<file path="config.mk">
export PLATFORM = sky130hd
export DESIGN_NAME = rfc_front
export DESIGN_NICKNAME = d
export VERILOG_FILES = /design/src/rtl/rfc_pkg.sv /design/src/rtl/rfc_front.sv
export SDC_FILE = /design/constraint.sdc
export NUM_CORES = 1
export LEC_CHECK = 0
export ABC_AREA = 0
export BUFFER_PORTS_ARGS = -buffer_cell sky130_fd_sc_hd__buf_4
export CAP_MARGIN = 25
export CORE_UTILIZATION = 55
export DETAILED_ROUTE_END_ITERATION = 10
export HOLD_SLACK_MARGIN = 0.02
export PLACE_DENSITY = 0.75
export RECOVER_POWER = 50
export SYNTH_ARGS = -nofsm -noshare
export SYNTH_HDL_FRONTEND = slang
export SYNTH_SLANG_ARGS = --single-unit
</file>
<file path="constraint.sdc">
create_clock -name clock -period 6.76 [get_ports clock]
set_input_delay 0.676 -clock clock [delete_from_list [all_inputs] [get_ports clock]]
set_output_delay 0.676 -clock clock [all_outputs]
set_load 0.01 [all_outputs]
</file>
<file path="src/rtl/rfc_pkg.sv">
// Types and constants shared by the response frame checker modules.
`timescale 1ns / 1ps
package rfc_pkg;

   // register map (byte addresses)
   localparam logic [1:0]  CSR_ADDR_POLY  = 2'd0;
   localparam logic [15:0] CRC_POLY_RESET = 16'h8408;
   localparam logic [15:0] CRC_INIT       = 16'h0000;
   localparam logic [15:0] CRC_LSB_MASK   = 16'h0001;

   // status codes that mark an error
   localparam logic [7:0] ST_30 = 8'h30;
   localparam logic [7:0] ST_40 = 8'h40;
   localparam logic [7:0] ST_45 = 8'h45;
   localparam logic [7:0] ST_46 = 8'h46;
   localparam logic [7:0] ST_47 = 8'h47;
   localparam logic [7:0] ST_1C = 8'h1C;

   // sub-codes reported in place of status 0x47
   localparam logic [7:0] SUB47_LO  = 8'h50;
   localparam logic [7:0] SUB47_HI  = 8'h56;
   localparam logic [7:0] SUB47_ONE = 8'h5F;

   // sub-codes reported in place of status 0x1C
   localparam logic [7:0] SUB1C_LO   = 8'h60;
   localparam logic [7:0] SUB1C_HI   = 8'h6A;
   localparam logic [7:0] SUB1C_ONE  = 8'h6C;
   localparam logic [7:0] SUB1C_TWO  = 8'h6D;
   localparam logic [7:0] SUB1C_HLO  = 8'h92;
   localparam logic [7:0] SUB1C_HHI  = 8'h95;

   // one finished frame, front to back
   typedef struct packed {
      logic       crc_ok;
      logic [7:0] status_byte;
      logic [7:0] sub_byte;
   } summary_type;

   // one classified result
   typedef struct packed {
      logic       crc_ok;
      logic [7:0] status_byte;
      logic [7:0] sub_byte;
      logic       fault_flag;
      logic [7:0] error_value;
   } result_type;

   // queue status toward both sides
   typedef struct packed {
      logic full;
      logic empty;
   } q_stat_type;

endpackage

</file>
<file path="src/rtl/rfc_front.sv">
// Frame front end: byte counting, CRC accumulation and field capture.
`timescale 1ns / 1ps
module rfc_front (
   input  logic                 clock,
   input  logic                 reset,
   input  logic [15:0]          crc_poly,
   input  logic                 byte_valid,
   input  logic [7:0]           rx_byte,
   input  logic                 end_of_frame,
   output logic                 sum_push,
   output rfc_pkg::summary_type sum_data
);

   localparam logic [2:0] CNT_STATUS = 3'd3;
   localparam logic [2:0] CNT_SUB    = 3'd4;
   localparam logic [2:0] CNT_MAX    = 3'd5;

   logic [15:0] crc_ff,    crc_in;
   logic [7:0]  held_ff,   held_in;
   logic [2:0]  count_ff,  count_in;
   logic [7:0]  status_ff, status_in;
   logic [7:0]  sub_ff,    sub_in;
   logic [7:0]  st_now;
   logic [7:0]  sub_now;
   logic        crc_match;

   // reflected CRC-16, one byte, LSB first
   function automatic logic [15:0] crc_feed(input logic [15:0] crc,
                                            input logic [7:0]  b,
                                            input logic [15:0] poly);
      logic [15:0] c;
      c = crc ^ {8'h00, b};
      for (int k = 0; k < 8; k++) begin
         if ((c & rfc_pkg::CRC_LSB_MASK) != 16'h0000) begin
            c = (c >> 1) ^ poly;
         end else begin
            c = c >> 1;
         end
      end
      return c;
   endfunction

   assign st_now    = (count_ff == CNT_STATUS) ? rx_byte : status_ff;
   assign sub_now   = (count_ff == CNT_SUB)    ? rx_byte : sub_ff;
   assign crc_match = (count_ff != 3'd0) && ({rx_byte, held_ff} == crc_ff);

   always_comb begin
      crc_in    = crc_ff;
      held_in   = held_ff;
      count_in  = count_ff;
      status_in = status_ff;
      sub_in    = sub_ff;
      if (byte_valid) begin
         if (end_of_frame) begin
            crc_in    = rfc_pkg::CRC_INIT;
            held_in   = 8'h00;
            count_in  = 3'd0;
            status_in = 8'h00;
            sub_in    = 8'h00;
         end else begin
            if (count_ff != 3'd0) begin
               crc_in = crc_feed(crc_ff, held_ff, crc_poly);
            end
            held_in   = rx_byte;
            status_in = st_now;
            sub_in    = sub_now;
            if (count_ff < CNT_MAX) begin
               count_in = count_ff + 3'd1;
            end
         end
      end
   end

   always_ff @(posedge clock) begin
      if (reset) begin
         crc_ff    <= rfc_pkg::CRC_INIT;
         held_ff   <= 8'h00;
         count_ff  <= 3'd0;
         status_ff <= 8'h00;
         sub_ff    <= 8'h00;
      end else begin
         crc_ff    <= crc_in;
         held_ff   <= held_in;
         count_ff  <= count_in;
         status_ff <= status_in;
         sub_ff    <= sub_in;
      end
   end

   assign sum_push             = byte_valid & end_of_frame;
   assign sum_data.crc_ok      = crc_match;
   assign sum_data.status_byte = st_now;
   assign sum_data.sub_byte    = sub_now;

endmodule

</file>
==> flow_summary_export.csv, run 1 <==
group,metric,value,unit
status,outcome,"complete, no violations",
setup_path,cpPeakStageDelay,0.56,ns
logic_synthesis,synth_area,0.00441,mm²
finish,layout-drive-gt1-share,16.3,%
global_route,overflow,0,
sta,hold_viol_final,0,
floorplanning,initial_core_util,57.1,%
setup_path,arrival,4.59,ns
sta,slew_headroom,31.5,%
logic_synthesis,synth_async_sr_flop_share,0,%
logic_synthesis,yosysSeqAreaShare,19.5,%
global_route,grtUsageTotal,28.6,%
setup_path,start_kind,"primary input",
worst_hold_path,hold_class,"register to register",
logic_synthesis,synth_area_leader_cell,"dfxtp_1",
power,ir_drop,0.000434,V
drt,via_count,4117,
floorplanning,die_w,91.6,µm
floorplanning,die_y,91.6,µm
cts,cts_setup_buffers,0,
cts,cts.sinks,43,
logic_synthesis,synth_flop_cell,"dfxtp_1",
sta,fmax,226,MHz
sta,fin_crit_sh,65.4,%
floorplanning,io_pins,46,
logic_synthesis,ys_warn_count,0,
global_route,grt_pass1_vias,3851,
setup_path,cp_cell_sequence,"buf_4 > clkinv_1 > o21ai_0 > o2111ai_1 > a211o_1 > a21oi_1 > o211ai_1 > a21o_1 > or2_2 > a41oi_2 > o21ai_0 > xnor2_1 > o21ai_1",
logic_synthesis,yosysTopAreaCellShare,19.5,%
global_route,antenna_found_initial,0,
setup_path,worst-endpoint-required,6.93,ns
finish,nets,614,
setup_path,critPathCaptureType,"register",
cts,cts_tree,"done",
floorplanning,die_area,0.00839,mm²
placement,gp_congestion,0.919,
logic_synthesis,synth.distinct_cells,63,
logic_synthesis,synth.avg_cell_area,7.87,µm²
power,power_density,624,mW/mm²
sta,rsz0062_at_grt,"false",
sta,setup_viol,0,
global_route,grt_start_max_net_pins,31,
placement,hpwl,8.53,mm
logic_synthesis,ys_top_cells_by_count,"88 x nand2_1, 82 x xnor2_1, 43 x dfxtp_1, 43 x nor2_1, 29 x o21ai_0",
cts,cts_buffers,5,
sta,worst_pin_slew,1.03,ns
placement,place.port_buffers,45,
job,max-cap-violations,0,
setup_path,crit_type,"primary input to register",
logic_synthesis,syn_inst,561,
finish,area_delta_synth_final,8.62,%
cts,clkSlewWorstSetupHoldPaths,0.07,ns
sta,fin_setup_tns,0,ns
finish,antenna_cells,0,
finish,utilization,62.0,%
drt,routed_wl,11.6,mm
sta,clock_skew,0.0108,ns
cts,holdBufCountCts,0,
setup_path,cp_slowest_cell,"a41oi_2",
logic_synthesis,synth_area_leaders,"dfxtp_1 20%, xnor2_1 16%, nand2_1 7.5%",
logic_synthesis,synth_seq_cells,43,
drt,first_pass_iters,5,
drt,ant_nets,0,
setup_path,cp_common_cell,"o21ai_0",
floorplanning,core_area,0.00773,mm²
cts,clk_latency,0.30,ns
cts,clockRootBuffer,"clkbuf_8",
setup_path,path_delay_family,"compound AO/OA/AOI/OAI gates",
sta,final_max_slew_viol_count,0,
sta,hold_slack,0.469,ns
drt,first_iter_violations,265,
logic_synthesis,synth.most_common_cell,"nand2_1",
cts,cts-resized-gates,0,
logic_synthesis,synth-edff-count,0,
global_route,grt_pass1_wl,19.4,mm
cts,ctsHtreeMaxLevel,2,
logic_synthesis,syn_nets,592,
drt,drc,0,
floorplanning,rows,32,
setup_path,worstPathMaxFanout,21,
cts,cts_buffer_depth,2,
sta,min_period,4.42,ns
drt,vias_per_cell,6.00,
drt,wl_per_cell,16.9,µm
setup_path,cp_num_buf_inv,2,
power,power_leakage,1.78,nW
==> state kept, by name, summed over array words and instances (netlist names) <==
name / cells
held_ff: 8
count_ff: 3
sub_ff: 8
status_ff: 8
crc_ff: 16
==> cell families after synthesis <==
group / after synthesis / share of synthesized area, %
AND/OR/NAND/NOR: 198 / 20.5
AO/OA/AOI/OAI: 126 / 19.4
XOR/XNOR: 126 / 29.2
buffers and inverters: 45 / 5.44
flip-flops: 43 / 19.5
multiplexers: 20 / 5.02
adder cells (fa/ha/maj): 3 / 0.851
==> report_power, final <==
group | internal, mW | switching (mW) | total, mW
Combinational | 1.19 | 1.32 | 2.51
Clock | 0.0839 | 0.0916 | 0.175
Sequential | 0.277 | 0.0289 | 0.306
Total | 1.55 | 1.44 | 2.99
==> routing by layer <==
| metal | track usage, % | vias to the layer above | routed length [µm] |
|---|---|---|---|
| met5 | 0 | - | 0 |
| met4 | 6.22 | 0 | 164 |
| met2 | 47.8 | 119 | 5700 |
| li1 | - | 1987 | - |
| met1 | 39.3 | 1995 | 5180 |
| met3 | 3.35 | 16 | 535 |
==> cells in the final DEF (no fill, tap or decap), types with 5 or more instances in the layout <==
cell type | netlist | final
o21ai_0 | 29 | 29
nor3_1 | 12 | 12
o21ai_1 | 17 | 17
nand4_1 | 7 | 7
nand2_1 | 88 | 88
dfxtp_1 | 43 | 43
o211ai_1 | 6 | 6
o21ai_2 | 9 | 9
buf_4 | 2 | 44
mux2_1 | 0 | 12
a22oi_1 | 23 | 23
inv_1 | 8 | 8
xnor2_1 | 82 | 82
o2111ai_1 | 5 | 5
nor2_1 | 43 | 43
xnor2_2 | 9 | 9
mux2_2 | 17 | 5
a21oi_1 | 15 | 15
clkbuf_1 | 23 | 6
nand3_1 | 17 | 17
xor2_1 | 27 | 27
nor3b_1 | 8 | 8
clkbuf_8 | 5 | 6
==> path summary, 6_finish.rpt <==
| path | from | to | slack, ns | depth (start not counted) |
|---|---|---|---|---|
| setup / recovery | crc_poly[0] | crc_ff[5]$_SDFFE_PP0P_ | 2.34 | 13 |
| hold / removal | crc_ff[3]$_SDFFE_PP0P_ | crc_ff[3]$_SDFFE_PP0P_ | 0.47 | 2 |
| setup reg to reg | held_ff[0]$_SDFFE_PP0P_ | crc_ff[10]$_SDFFE_PP0P_ | 2.35 | 14 |
| hold reg to reg | crc_ff[3]$_SDFFE_PP0P_ | crc_ff[3]$_SDFFE_PP0P_ | 0.47 | 2 |
==> per-stage QoR <==
step / cell area, µm² / std cells / total power [mW] / setup slack (ns)
floorplan: 4410 / 561 / 2.44 / 3.11
global placement: 4710 / 677 / 2.76 / 2.18
detailed placement: 4710 / 677 / 2.81 / 2.05
CTS: 4800 / 685 / 2.98 / 2.33
global route: 4790 / 686 / 3.20 / 2.04
finish: 4790 / 686 / 2.99 / 2.34
==> worst register-to-register path, cell delays in order, from the launching register on <==
cell       delay (ns)
dfxtp_1          0.47
xor2_1           0.17
buf_4            0.26
a21oi_1          0.15
nor2_1           0.66
a21oi_1          0.15
a311oi_1         0.30
xnor3_2          0.37
or3_4            0.39
a2111oi_4        0.35
buf_4            0.30
o21ai_1          0.13
xnor3_1          0.37
xor2_1           0.15
o21ai_1          0.12
==> cell type report <==
class,instances,area [µm²]
Clock buffer,7,86.3
Clock inverter,1,8.76
Fill cell,708,2930
Inverter,10,37.5
Multi-Input combinational cell,473,3310
Sequential cell,43,861
Tap cell,102,128
Timing Repair Buffer,50,360
Note: power is estimated with default switching activity, not from simulation.
==> run 2: changes to the inputs <==
--- a/config.mk
+++ b/config.mk
@@ -11,7 +11,7 @@
 export CORE_UTILIZATION = 55
 export DETAILED_ROUTE_END_ITERATION = 10
 export HOLD_SLACK_MARGIN = 0.02
-export PLACE_DENSITY = 0.75
+export PLACE_DENSITY = 0.78
 export RECOVER_POWER = 50
 export SYNTH_ARGS = -nofsm -noshare
 export SYNTH_HDL_FRONTEND = slang
==> constraint.sdc (replaced) <==
create_clock -name clock -period 3.7 [get_ports clock]
set_input_delay 0.37 -clock clock [delete_from_list [all_inputs] [get_ports clock]]
set_output_delay 0.37 -clock clock [all_outputs]
set_load 0.01 [all_outputs]
==> flow_summary_export.csv, run 2 (synthesized netlist as in run 1, its figures left out) <==
group,metric,value,unit
sta,worst_pin_slew,1.05,ns
cts,clk_latency,0.31,ns
cts,clkSlewWorstSetupHoldPaths,0.08,ns
worst_hold_path,hold_class,"primary input to register",
worst_hold_path,hold_depth,3,
floorplanning,rows,32,
sta,clock_skew,0.00382,ns
floorplanning,initial_core_util,57.1,%
global_route,grtUsageTotal,29.3,%
finish,largest_register_ffs,16,
drt,vias_per_cell,6.09,
power,power_density,1140,mW/mm²
drt,first_iter_violations,242,
drt,via_count,4412,
power,power.switching,2.85,mW
status,outcome,"complete, no violations",
floorplanning,core_area,0.00773,mm²
floorplanning,io_pins,46,
setup_path,crit_type,"register to register",
cts,clockRootBuffer,"clkbuf_8",
power,p_sw_share,47.5,%
sta,min_period,3.63,ns
setup_path,worst-endpoint-required,3.89,ns
sta,fin_ws,0.0666,ns
power,internal_power,3.15,mW
cts,holdBufCountCts,0,
drt,drc,0,
setup_path,start_kind,"register",
power,ir_drop,0.000925,V
sta,fin_crit_sh,98.2,%
placement,hpwl,8.92,mm
drt,routed_wl,12.5,mm
global_route,overflow,0,
sta,fin_setup_tns,0,ns
setup_path,arrival,3.82,ns
placement,dp_cells,706,
cts,cts.sinks,43,
placement,place.port_buffers,45,
setup_path,worstPathMaxFanout,7,
global_route,grt_pass1_vias,4092,
global_route,grt_pass1_wl,19.8,mm
setup_path,ff2ff_path_depth,16,
placement,place_ws,-0.0548,ns
power,p_seq_share,9.5,%
finish,layout-drive-gt1-share,27.2,%
power,power_leakage,1.99,nW
cts,cts_buffer_depth,2,
finish,nets,653,
floorplanning,die_w,91.6,µm
placement,placed_area,0.00494,mm²
global_route,grt_start_max_net_pins,31,
finish,layout_common_cells,"88 x nand2_1, 80 x xnor2_1, 79 x buf_4",
sta,fmax,275,MHz
drt,first_pass_iters,5,
finish,area_delta_synth_final,18.9,%
finish,design_area,0.00525,mm²
floorplanning,die_area,0.00839,mm²
sta,setup_viol,0,
floorplanning,die_y,91.6,µm
finish,fin_cells,724,
sta,hold_slack,0.340,ns
drt,wl_per_cell,17.2,µm
finish,final_common_cell,"nand2_1",
global_route,antenna_found_initial,0,
power,power_frac_comb,85.2,%
power,clock_power_share,5.4,%
sta,slew_headroom,30.0,%
cts,cts_buffers,5,
setup_path,critPathCaptureType,"register",
sta,final_max_slew_viol_count,0,
sta,hold_viol_final,0,
cts,ctsHtreeMaxLevel,2,
placement,gp_congestion,0.994,
drt,ant_nets,0,
cts,cts_tree,"done",
finish,antenna_cells,0,
finish,regMostFlops,"crc_ff",
job,max-cap-violations,0,
[run 2: layout make-up]
cell class,instances,area (µm²)
multi-input cells,474,3450
fillers,667,2480
flip-flops and latches,43,877
repair buffers,88,659
well taps,102,128
clock buffers,6,82.6
inverters,10,37.5
clock inverters,1,8.76
[run 2: stage by stage]
stage                     power, mW  util [%]
after floorplan                4.45         -
after global placement         5.31      63.8
after detailed placement       5.41      63.9
after CTS                      5.78      65.4
after global routing           6.38      67.9
final                          6.00      67.9
[run 2: path summary, 6_finish.rpt]
kind                            slack [ns]              startpoint                 endpoint
worst min register to register        0.46  crc_ff[4]$_SDFFE_PP0P_   crc_ff[4]$_SDFFE_PP0P_
worst max register to register        0.07  crc_ff[2]$_SDFFE_PP0P_   crc_ff[5]$_SDFFE_PP0P_
worst max-delay path                  0.07  crc_ff[2]$_SDFFE_PP0P_   crc_ff[5]$_SDFFE_PP0P_
worst min-delay path                  0.34              rx_byte[5]  held_ff[5]$_SDFFE_PP0P_
[run 2: worst max-delay path: stages, from the launching register on]
cell	delay (ns)
dfxtp_2	0.36
xnor2_2	0.13
buf_4	0.17
xnor2_4	0.16
buf_4	0.15
xor2_2	0.17
xnor2_1	0.15
nor2_1	0.18
xnor3_1	0.47
or3_4	0.39
a2111oi_4	0.34
buf_6	0.17
buf_4	0.17
o21ai_2	0.09
xnor2_2	0.14
xnor2_1	0.19
o21ai_1	0.08
[run 2: power by group through the flow]
stage | sequential, mW | combinational, mW | clock (mW)
finish | 0.568 | 5.11 | 0.322
global route | 0.572 | 5.46 | 0.346
CTS | 0.564 | 4.89 | 0.325
detailed placement | 0.570 | 4.84 | 0
global placement | 0.568 | 4.74 | 0
floorplan | 0.555 | 3.90 | 0
[run 2: metal layers]
layer / part of all wire (%) / GRT usage (%)
met2: 49 / 49.4
met1: 42 / 37.6
met3: 6.5 / 5.03
met5: 0 / 0
met4: 3.1 / 9.92
[run 2: timing repair]
item,in CTS,in global routing
pin swaps,2,16
setup endpoints to repair,11,15
buffers inserted,0,9
resized for setup,7,30
gates cloned,0,2
